$ cat src/sv/assert_macros.svh
// Assertion macros used by the top level of the character display sequencer.
// Synthesis builds see empty macro bodies; no other file is needed.
`ifndef ASSERT_MACROS_SVH
`define ASSERT_MACROS_SVH
`ifndef SYNTHESIS
// The consequent must hold in the same cycle as the antecedent.
`define ASSERT_SAME(label, clk, rst_n, ante, cons) \
	label: assert property (@(posedge clk) disable iff (!(rst_n)) (ante) |-> (cons)) \
		else $error("assertion failed: same-cycle implication");
// The consequent must hold in the cycle after the antecedent.
`define ASSERT_NEXT(label, clk, rst_n, ante, cons) \
	label: assert property (@(posedge clk) disable iff (!(rst_n)) (ante) |=> (cons)) \
		else $error("assertion failed: next-cycle implication");
`else
`define ASSERT_SAME(label, clk, rst_n, ante, cons)
`define ASSERT_NEXT(label, clk, rst_n, ante, cons)
`endif
`endif

$ cat src/sv/clcd_pkg.sv
// Types and constants of the character display nibble sequencer.
// Used by the microcode ROM, the datapath and the top level; no dependencies.
package clcd_pkg;

	// Request codes.
	localparam logic [1:0] CMD_INIT   = 2'd0;
	localparam logic [1:0] CMD_ERASE  = 2'd1;
	localparam logic [1:0] CMD_CURSOR = 2'd2;
	localparam logic [1:0] CMD_PRINT  = 2'd3;

	// Program counter width and entry points of each routine.
	localparam int unsigned PC_W = 5;
	localparam logic [PC_W-1:0] ENTRY_INIT   = 5'd0;
	localparam logic [PC_W-1:0] ENTRY_CLEAR  = 5'd16;
	localparam logic [PC_W-1:0] ENTRY_CURSOR = 5'd18;
	localparam logic [PC_W-1:0] ENTRY_PRINT  = 5'd20;

	// Address command bases.
	localparam logic [7:0] ROW0_BASE = 8'h80;
	localparam logic [7:0] ROW1_BASE = 8'hC0;

	// Where the nibble of a step comes from.
	typedef enum logic [1:0] {
		NSRC_CONST = 2'd0,
		NSRC_HI    = 2'd1,
		NSRC_LO    = 2'd2
	} nib_src_t;

	// Sequencing operation at the end of a step.
	typedef enum logic {
		SEQ_NEXT = 1'b0,
		SEQ_END  = 1'b1
	} seq_op_t;

	// One microcode control word.
	typedef struct packed {
		nib_src_t    nib_src;
		logic [3:0]  const_nib;
		logic        rs;
		logic [15:0] wait_before;
		logic [13:0] wait_after;
		seq_op_t     seq_op;
	} ctrl_word_t;

	// Input item.
	typedef struct packed {
		logic [1:0] cmd;
		logic       row;
		logic [5:0] col;
		logic [7:0] char_code;
	} lcd_req_t;

	// Result item.
	typedef struct packed {
		logic        reg_select;
		logic [3:0]  nibble;
		logic [15:0] wait_before_us;
		logic [13:0] wait_after_us;
		logic        last;
	} lcd_nib_t;

endpackage

$ cat src/sv/clcd_ucode_rom.sv
// Microcode ROM of the character display sequencer: one control word per step.
// Depends on clcd_pkg for the control word type and entry points.
module clcd_ucode_rom (
	input  logic [clcd_pkg::PC_W-1:0] pc,
	output clcd_pkg::ctrl_word_t      word
);

	// Builds one control word.
	function automatic clcd_pkg::ctrl_word_t mk(
		input clcd_pkg::nib_src_t src,
		input logic [3:0]         nib,
		input logic               rs,
		input logic [15:0]        pre_wait,
		input logic [13:0]        after,
		input clcd_pkg::seq_op_t  op
	);
		clcd_pkg::ctrl_word_t w;
		w.nib_src     = src;
		w.const_nib   = nib;
		w.rs          = rs;
		w.wait_before = pre_wait;
		w.wait_after  = after;
		w.seq_op      = op;
		return w;
	endfunction

	// Program: the power-up routine, then clear, cursor and print routines.
	always_comb begin
		unique case (pc)
			5'd0:  word = mk(clcd_pkg::NSRC_CONST, 4'h3, 1'b0, 16'd50000, 14'd0,
				clcd_pkg::SEQ_NEXT);
			5'd1:  word = mk(clcd_pkg::NSRC_CONST, 4'h0, 1'b0, 16'd0, 14'd5000,
				clcd_pkg::SEQ_NEXT);
			5'd2:  word = mk(clcd_pkg::NSRC_CONST, 4'h3, 1'b0, 16'd0, 14'd0,
				clcd_pkg::SEQ_NEXT);
			5'd3:  word = mk(clcd_pkg::NSRC_CONST, 4'h0, 1'b0, 16'd0, 14'd1000,
				clcd_pkg::SEQ_NEXT);
			5'd4:  word = mk(clcd_pkg::NSRC_CONST, 4'h3, 1'b0, 16'd0, 14'd0,
				clcd_pkg::SEQ_NEXT);
			5'd5:  word = mk(clcd_pkg::NSRC_CONST, 4'h0, 1'b0, 16'd0, 14'd10000,
				clcd_pkg::SEQ_NEXT);
			5'd6:  word = mk(clcd_pkg::NSRC_CONST, 4'h2, 1'b0, 16'd0, 14'd0,
				clcd_pkg::SEQ_NEXT);
			5'd7:  word = mk(clcd_pkg::NSRC_CONST, 4'h0, 1'b0, 16'd0, 14'd10000,
				clcd_pkg::SEQ_NEXT);
			5'd8:  word = mk(clcd_pkg::NSRC_CONST, 4'h2, 1'b0, 16'd0, 14'd0,
				clcd_pkg::SEQ_NEXT);
			5'd9:  word = mk(clcd_pkg::NSRC_CONST, 4'h8, 1'b0, 16'd0, 14'd1000,
				clcd_pkg::SEQ_NEXT);
			5'd10: word = mk(clcd_pkg::NSRC_CONST, 4'h0, 1'b0, 16'd0, 14'd0,
				clcd_pkg::SEQ_NEXT);
			5'd11: word = mk(clcd_pkg::NSRC_CONST, 4'h1, 1'b0, 16'd0, 14'd5000,
				clcd_pkg::SEQ_NEXT);
			5'd12: word = mk(clcd_pkg::NSRC_CONST, 4'h0, 1'b0, 16'd0, 14'd0,
				clcd_pkg::SEQ_NEXT);
			5'd13: word = mk(clcd_pkg::NSRC_CONST, 4'h6, 1'b0, 16'd0, 14'd1000,
				clcd_pkg::SEQ_NEXT);
			5'd14: word = mk(clcd_pkg::NSRC_CONST, 4'h0, 1'b0, 16'd0, 14'd0,
				clcd_pkg::SEQ_NEXT);
			5'd15: word = mk(clcd_pkg::NSRC_CONST, 4'hC, 1'b0, 16'd0, 14'd1000,
				clcd_pkg::SEQ_END);
			// Clear display.
			5'd16: word = mk(clcd_pkg::NSRC_CONST, 4'h0, 1'b0, 16'd0, 14'd0,
				clcd_pkg::SEQ_NEXT);
			5'd17: word = mk(clcd_pkg::NSRC_CONST, 4'h1, 1'b0, 16'd0, 14'd2000,
				clcd_pkg::SEQ_END);
			// Set cursor address from the captured byte.
			5'd18: word = mk(clcd_pkg::NSRC_HI, 4'h0, 1'b0, 16'd0, 14'd0,
				clcd_pkg::SEQ_NEXT);
			5'd19: word = mk(clcd_pkg::NSRC_LO, 4'h0, 1'b0, 16'd0, 14'd1000,
				clcd_pkg::SEQ_END);
			// Print the captured character as data.
			5'd20: word = mk(clcd_pkg::NSRC_HI, 4'h0, 1'b1, 16'd0, 14'd0,
				clcd_pkg::SEQ_NEXT);
			5'd21: word = mk(clcd_pkg::NSRC_LO, 4'h0, 1'b1, 16'd0, 14'd1000,
				clcd_pkg::SEQ_END);
			default: word = mk(clcd_pkg::NSRC_CONST, 4'h0, 1'b0, 16'd0, 14'd0,
				clcd_pkg::SEQ_END);
		endcase
	end

endmodule

$ cat src/sv/clcd_datapath.sv
// Datapath of the character display sequencer: byte register and result register.
// Depends on clcd_pkg for the request, result and control word types.
module clcd_datapath (
	input  logic                 clk,
	input  logic                 arst_n,
	input  logic                 load,
	input  clcd_pkg::lcd_req_t   request,
	input  logic                 emit,
	input  clcd_pkg::ctrl_word_t word,
	output logic                 strobe,
	output clcd_pkg::lcd_nib_t   result
);

	logic [7:0]         byte_q;
	logic [7:0]         byte_d;
	logic [3:0]         nib_d;
	clcd_pkg::lcd_nib_t result_q;
	logic               strobe_q;

	// The request byte: an address command for the cursor, else the character.
	always_comb begin
		if (request.cmd == clcd_pkg::CMD_CURSOR) begin
			byte_d = (request.row ? clcd_pkg::ROW1_BASE : clcd_pkg::ROW0_BASE)
				| {2'b00, request.col};
		end else begin
			byte_d = request.char_code;
		end
	end

	always_ff @(posedge clk) begin
		if (load) begin
			byte_q <= byte_d;
		end
	end

	// Nibble selection as the control word asks.
	always_comb begin
		unique case (word.nib_src)
			clcd_pkg::NSRC_HI: nib_d = byte_q[7:4];
			clcd_pkg::NSRC_LO: nib_d = byte_q[3:0];
			default:           nib_d = word.const_nib;
		endcase
	end

	// Result register; the strobe marks one transfer per emitted step.
	always_ff @(posedge clk or negedge arst_n) begin
		if (!arst_n) begin
			strobe_q <= 1'b0;
		end else begin
			strobe_q <= emit;
		end
	end

	always_ff @(posedge clk) begin
		if (emit) begin
			result_q.reg_select     <= word.rs;
			result_q.nibble         <= nib_d;
			result_q.wait_before_us <= word.wait_before;
			result_q.wait_after_us  <= word.wait_after;
			result_q.last           <= (word.seq_op == clcd_pkg::SEQ_END);
		end
	end

	assign strobe = strobe_q;
	assign result = result_q;

endmodule

$ cat src/sv/char_lcd_nibble_sequencer.sv
// Character display nibble sequencer: one request becomes a run of 4-bit transfers.
// Order: a taken request sets the run flag and program counter, and each running step then loads
// the result register and strobe; one nibble strobes per cycle during a run. Busy stays high while
// the step counter emits the nibbles (2, or 16 for init); a new request is taken only once busy is low.
// Reset: arst_n clears the run flag and the strobe at once; no item is in flight.
// Depends on clcd_pkg, clcd_ucode_rom, clcd_datapath and assert_macros.svh.
`include "assert_macros.svh"

module char_lcd_nibble_sequencer (
	input  logic               clk,
	input  logic               arst_n,
	input  logic               start,
	output logic               busy,
	input  clcd_pkg::lcd_req_t request,
	output logic               strobe,
	output clcd_pkg::lcd_nib_t result
);

	logic [clcd_pkg::PC_W-1:0] pc_q;
	logic [clcd_pkg::PC_W-1:0] entry;
	logic                      run_q;
	logic                      accept;
	clcd_pkg::ctrl_word_t      word;

	assign accept = start && !run_q;
	assign busy   = run_q;

	// Dispatch: each request jumps to its routine.
	always_comb begin
		unique case (request.cmd)
			clcd_pkg::CMD_INIT:   entry = clcd_pkg::ENTRY_INIT;
			clcd_pkg::CMD_ERASE:  entry = clcd_pkg::ENTRY_CLEAR;
			clcd_pkg::CMD_CURSOR: entry = clcd_pkg::ENTRY_CURSOR;
			default:              entry = clcd_pkg::ENTRY_PRINT;
		endcase
	end

	// Step counter: advance each cycle, stop on the end-of-routine word.
	always_ff @(posedge clk or negedge arst_n) begin
		if (!arst_n) begin
			run_q <= 1'b0;
			pc_q  <= '0;
		end else if (accept) begin
			run_q <= 1'b1;
			pc_q  <= entry;
		end else if (run_q) begin
			if (word.seq_op == clcd_pkg::SEQ_END) begin
				run_q <= 1'b0;
			end else begin
				pc_q <= pc_q + clcd_pkg::PC_W'(1);
			end
		end
	end

	clcd_ucode_rom u_rom (
		.pc   (pc_q),
		.word (word)
	);

	clcd_datapath u_dp (
		.clk     (clk),
		.arst_n  (arst_n),
		.load    (accept),
		.request (request),
		.emit    (run_q),
		.word    (word),
		.strobe  (strobe),
		.result  (result)
	);

	// A taken request starts a run, and every running cycle yields a transfer.
	`ASSERT_NEXT(a_accept_runs, clk, arst_n, start && !busy, busy)
	`ASSERT_NEXT(a_run_strobes, clk, arst_n, busy, strobe)
	// The final nibble appears only once the sequencer has gone idle.
	`ASSERT_SAME(a_last_idle, clk, arst_n, strobe && result.last, !busy)
	`ASSERT_SAME(a_mid_busy, clk, arst_n, strobe && !result.last, busy)

endmodule
$ cat config.mk
export PLATFORM = sky130hd
export DESIGN_NAME = char_lcd_nibble_sequencer
export DESIGN_NICKNAME = d
export VERILOG_FILES = /design/src/sv/clcd_pkg.sv /design/src/sv/clcd_ucode_rom.sv /design/src/sv/clcd_datapath.sv /design/src/sv/char_lcd_nibble_sequencer.sv
export VERILOG_INCLUDE_DIRS = /design/src /design/src/sv
export SDC_FILE = /design/constraint.sdc
export NUM_CORES = 1
export LEC_CHECK = 0
export BUFFER_PORTS_ARGS = -buffer_cell sky130_fd_sc_hd__buf_2
export CAP_MARGIN = 20
export CORE_AREA = 5 5 79 81
export CTS_BUF_LIST = sky130_fd_sc_hd__clkbuf_16
export CTS_CLUSTER_SIZE = 24
export DETAILED_ROUTE_END_ITERATION = 12
export DIE_AREA = 0 0 84 86
export PLACE_DENSITY = 0.64
export SYNTH_ARGS = -nofsm -noshare
export SYNTH_HDL_FRONTEND = slang
export SYNTH_HIERARCHICAL = 1
export SYNTH_SLANG_ARGS = --single-unit
$ cat constraint.sdc
create_clock -name clk -period 2.7 [get_ports clk]
set_clock_uncertainty 0.2 [all_clocks]
set_input_delay 0.54 -clock clk [delete_from_list [all_inputs] [get_ports clk]]
set_output_delay 0.54 -clock clk [all_outputs]
set_load 0.005 [all_outputs]
# Word level (Yosys, flattened, before mapping)
# Memory sizes are Yosys's and may differ from the RTL's.
# Index checks and enable logic that the tools add are counted.
# Widths: inputs -> output; s select.
word_totals:
  reg_bits: 51
  mem_bits_ro: 768
  input_bits: 20
  elab_cells: 32
  memories: 1
op_classes:
  addsub: 1
  n_eq_ne: 5
  mux: 10
  n_bitwise: 1
  reduce_logical: 5
memory_table:
  columns: ["memory", "words", "word_bits", "read_ports", "rd_clocked_by_memory_dff", "write_ports", "line_no", "rtl"]
  rows:
  - ["(name not given)", 32, 24, 1, 0, 0, "clcd_ucode_rom.sv:29", "unique case (pc)"]
ops:
  columns: ["operator", "count"]
  rows:
  - ["$mux 5", 3]
  - ["$pmux 5 s3", 1]
  - ["$mux 8", 1]
  - ["$or 8x6->8", 1]
  - ["$pmux 4 s2", 1]
  - ["$mux 7", 1]
  - ["$add 5x1->5 const B", 1]
  - ["$eq 2x1->1 const B", 2]
  - ["$eq 2x2->1 const B", 2]
  - ["$mux 1", 3]
  - ["$logic_not 2->1", 1]
  - ["$ne 2x2->1 const B", 1]
  - ["$reduce_and 2->1", 1]
  - ["$reduce_bool 2->1", 1]
  - ["$logic_and 1x1->1", 1]
  - ["$logic_not 1->1", 1]

# Depth between registers and ports, before layout
logic_depth:
  ltp_word: 4
  depth_mapped: 8

# Modules after synthesis
# The synthesis kept the hierarchy.
modules_own_cells:
  columns: ["mod", "instances", "cells_each", "area_each_um2", "seq_area_each_um2"]
  rows:
  - ["clcd_datapath", 1, 71, 1580.3, 1346.3]
  - ["clcd_ucode_rom", 1, 70, 483.0, 0.0]
  - ["char_lcd_nibble_sequencer", 1, 31, 314.1, 150.1]

# Worst setup path after synthesis
# OpenSTA, ideal clock, no wires.
synth_path:
  path_kind: "flip-flop to flip-flop"
  start: "register run_q, in the netlist busy"
  end: "register pc_q[4] (netlist bit)"
  arrival_ns: 1.842
  setup_slack_ns: 0.578
  stages_incl_launch_ff: 5
  path_buffers: 1
  period_less_slack_ns: 2.122
  path_cell_list: "dfrtp_1 -> nand2b_1 -> buf_6 -> or3_1 -> o211ai_2"
synth_between:
  elab_chain_cells: 4
  word_cells_on_any_way: 6
  cone_classes: "1 x eq/ne; 1 x mux; 4 x reduce/logical"
synth_rtl:
  columns: ["element", "line_no", "rtl"]
  rows:
  - ["start, declared", "char_lcd_nibble_sequencer.sv:21", "logic run_q;"]
  - ["start signal, assigned", "char_lcd_nibble_sequencer.sv:41", "run_q <= 1'b0;"]
  - ["start signal, assigned", "char_lcd_nibble_sequencer.sv:44", "run_q <= 1'b1;"]
  - ["start signal, assigned", "char_lcd_nibble_sequencer.sv:48", "run_q <= 1'b0;"]
  - ["$logic_not 1->1", "char_lcd_nibble_sequencer.sv:25", "assign accept = start && !run_q;"]
  - ["$logic_and 1x1->1", "char_lcd_nibble_sequencer.sv:25", null]
  - ["$ne 2x2->1 (no line) or $reduce_bool 2->1 (tied branches)", null, null]
  - ["$reduce_and 2->1 (no line)", null, null]
  - ["end signal, assigned", "char_lcd_nibble_sequencer.sv:45", "pc_q <= entry;"]
  - ["end signal, assigned", "char_lcd_nibble_sequencer.sv:50", "pc_q <= pc_q + clcd_pkg::PC_W'(1);"]
  - ["end, declared", "char_lcd_nibble_sequencer.sv:19", "logic [clcd_pkg::PC_W-1:0] pc_q;"]
# Parallel ways exist; a longest one is shown, timed or not.
# A chain may end at the register's enable or synchronous reset.

==> results.sh <==
export IMPL_status="completed"
export IMPL_setup_violations=0
export IMPL_slew_headroom=0.658
export IMPL_rsz0062_at_grt="false"
export IMPL_reg2reg_from="pc_q[1]"
export IMPL_dieHeight_um=86
export IMPL_io_pins=58
export IMPL_cts_max_level=2
export IMPL_first_pass_iters=4
export IMPL_cts_tree="built"
export IMPL_drive_above_1_share=0.361
export IMPL_fp_dieW_um=84
export IMPL_syn_area_um2=2380
export IMPL_cts_sinks=51
export IMPL_syn_area_per_cell_um2=13.8
export IMPL_detail_route_wl_per_cell_um=12.3
export IMPL_final_area_um2=2790
export IMPL_clock_path_buffers=2
export IMPL_tightest_slew_ns=0.513
export IMPL_fin_cells=299
export IMPL_worstSetupEndpointType="flop"
export IMPL_wl_um=3690
export IMPL_power_mw=3.28
export IMPL_worst_ep_arrival_time_ns=2.29
export IMPL_period_share=0.843
export IMPL_synthArstFlopShare=0.137
export IMPL_ctsResizeCount=0
export IMPL_vdd_drop_max_mv=0.464
export IMPL_holdPathEnd="u_dp/byte_q[7]"
export IMPL_max_freq_mhz=439
export IMPL_area_growth_pct=17.5
export IMPL_min_from="request[7]"
export IMPL_grt_max_degree=30
export IMPL_row_count=27
export IMPL_initial_core_util=0.440
export IMPL_finalHoldViolations=0
export IMPL_antenna_found_initial=0
export IMPL_hold_slack_ns=0.317
export IMPL_post_drt_via_cell_ratio=4.60
export IMPL_synth_top_flop_cell="edfxtp_1"
export IMPL_worst_slack_ns=0.423
export IMPL_final_nets=249
export IMPL_num_antenna_cells=0
export IMPL_grt_overflow=0
export IMPL_synth_area_top_cells="edfxtp_1 (56%), buf_4 (7.6%), dfrtp_1 (7.4%)"
export IMPL_reg2regPathDepth=6
export IMPL_ys_warn_count=6
export IMPL_core_um2=5410
export IMPL_tns_ns=0
export IMPL_antenna_left=0
export IMPL_hpwl_um=2670
export IMPL_final_min_clock_period_ns=2.28
export IMPL_layout_core_utilization=0.517
export IMPL_p_leak_nw=1.18
export IMPL_cts_root_buf="clkbuf_16"
export IMPL_yosysSeqAreaShare=0.629
export IMPL_port_buffers=57
export IMPL_worstHoldPathCells=2
export IMPL_power_density_nw_per_um2=1180
export IMPL_clkTransAtPathRegs_ns=0.07
export IMPL_num_vias=1374
export IMPL_die_area_um2=7220
export IMPL_path_max_fanout=16
export IMPL_reg2reg_to="pc_q[4]"
export IMPL_synthDistinctLibCells=38
export IMPL_drv_slew=0
export IMPL_first_global_vias=1346
export IMPL_crit_start="pc_q[1]"
export IMPL_synth_edf_count=44
export IMPL_dp_cells=290
export IMPL_cts_buffers=5
export IMPL_pre_cts_ws_ns=0.522
export IMPL_crit_type="flop to flop"
export IMPL_cap_violations=0
export IMPL_finalWeightedCongestion=0.804
export IMPL_clock_latency_ns=0.29
export IMPL_crit_required_ns=2.71
export IMPL_track_usage=0.113
export IMPL_dpl_cell_area_um2=2620
export IMPL_startpoint_type="flop"
export IMPL_grt_pass1_wl_um=6220
export IMPL_synth_seq_cells=51
export IMPL_hold_class="input port to flop"
export IMPL_yosys_area_top_type="edfxtp_1"
export IMPL_synth_top_area_frac=0.556
export IMPL_drc=0
export IMPL_synth_cells=172
export IMPL_r2r_slack_ns=0.42
export IMPL_initialDrtViolationCount=56
==> placed cells by master, fill, tap and decap left out, types with 4 or more instances in the layout <==
cell type	n
nand2b_1	6
nor2_1	6
a22oi_1	4
edfxtp_1	44
a21oi_1	9
nand2_1	5
buf_4	5
o21a_1	4
mux2_4	7
o21ai_0	7
buf_2	57
conb_1	14
nor3_1	4
dfrtp_1	7
clkbuf_16	5
inv_1	8
==> how the worst max path moves through the flow <==
stage | to | cells past startpoint
2_1_floorplan | pc_q[4] | 4
3_3_place_gp | u_dp/result[34] | 6
3_5_place_dp | pc_q[4] | 6
4_1_cts | pc_q[4] | 6
5_1_grt | pc_q[4] | 6
6_report | pc_q[4] | 6
==> layer usage <==
metal | vias up | track usage | wire length (µm)
li1 | 693 | - | -
met1 | 618 | 0.126 | 1490
met2 | 58 | 0.189 | 1800
met3 | 5 | 0.0346 | 301
met4 | 0 | 0.0702 | 100
met5 | - | 0 | 0
==> critical path, stage by stage, from the launching register on <==
cell	delay, ns
dfrtp_1	0.57
and2_1	0.24
o21ai_0	0.20
o21ai_0	0.19
nand2b_1	0.30
or3_1	0.42
o211ai_2	0.07
==> cell families after synthesis <==
logic type | Yosys count | share of synthesized area
AOI/OAI and AO/OA | 33 | 0.0926
xor gates and xnor gates | 3 | 0.0111
adders and majority gates | 3 | 0.0158
buffers and inverters | 36 | 0.105
DFF | 51 | 0.629
muxes | 10 | 0.0568
other | 1 | 0.00158
and+or+nand+nor | 35 | 0.0874
==> cells in the mapped netlist, types with 2 or more instances <==
| cell | count |
|---|---|
| mux2_4 | 7 |
| nand2b_1 | 6 |
| a21oi_1 | 9 |
| mux2i_1 | 3 |
| o21ai_0 | 7 |
| nand2_1 | 5 |
| a22oi_1 | 4 |
| and2_1 | 2 |
| inv_1 | 7 |
| xor2_1 | 2 |
| o21a_1 | 4 |
| nand3_1 | 3 |
| edfxtp_1 | 44 |
| nor3_1 | 4 |
| nor2_1 | 6 |
| o211ai_1 | 2 |
| ha_1 | 3 |
| buf_4 | 24 |
| dfrtp_1 | 7 |
| buf_6 | 3 |
| nand3b_1 | 2 |
| buf_2 | 2 |
==> flip-flops by register name, indices dropped and copies added, names as in the netlist <==
name / count
pc_q: 5
u_dp/result: 36
u_dp/strobe: 1
busy: 1
u_dp/byte_q: 8
==> report_power, final <==
| group | internal (mW) | total [mW] | switching [mW] |
|---|---|---|---|
| sequential | 1.28 | 1.45 | 0.166 |
| clock | 0.437 | 0.693 | 0.257 |
| combinational | 0.499 | 1.14 | 0.646 |
| total | 2.22 | 3.28 | 1.07 |
==> final cells by class <==
| cell class | instances | area, µm² |
|---|---|---|
| clock buffers | 5 | 125 |
| clock inverters | 3 | 42.5 |
| inverters | 7 | 26.3 |
| repair buffers | 63 | 333 |
| multi-input cells | 98 | 679 |
| well taps | 72 | 90.1 |
| flip-flops and latches | 51 | 1500 |
| fillers | 491 | 2610 |
==> timing repair <==
item / in CTS / in global routing
hold buffers: 1 / 0
setup buffers: 0 / 0
endpoints found under the hold margin: 7 / 0
Power figures use the tool's default switching activity.
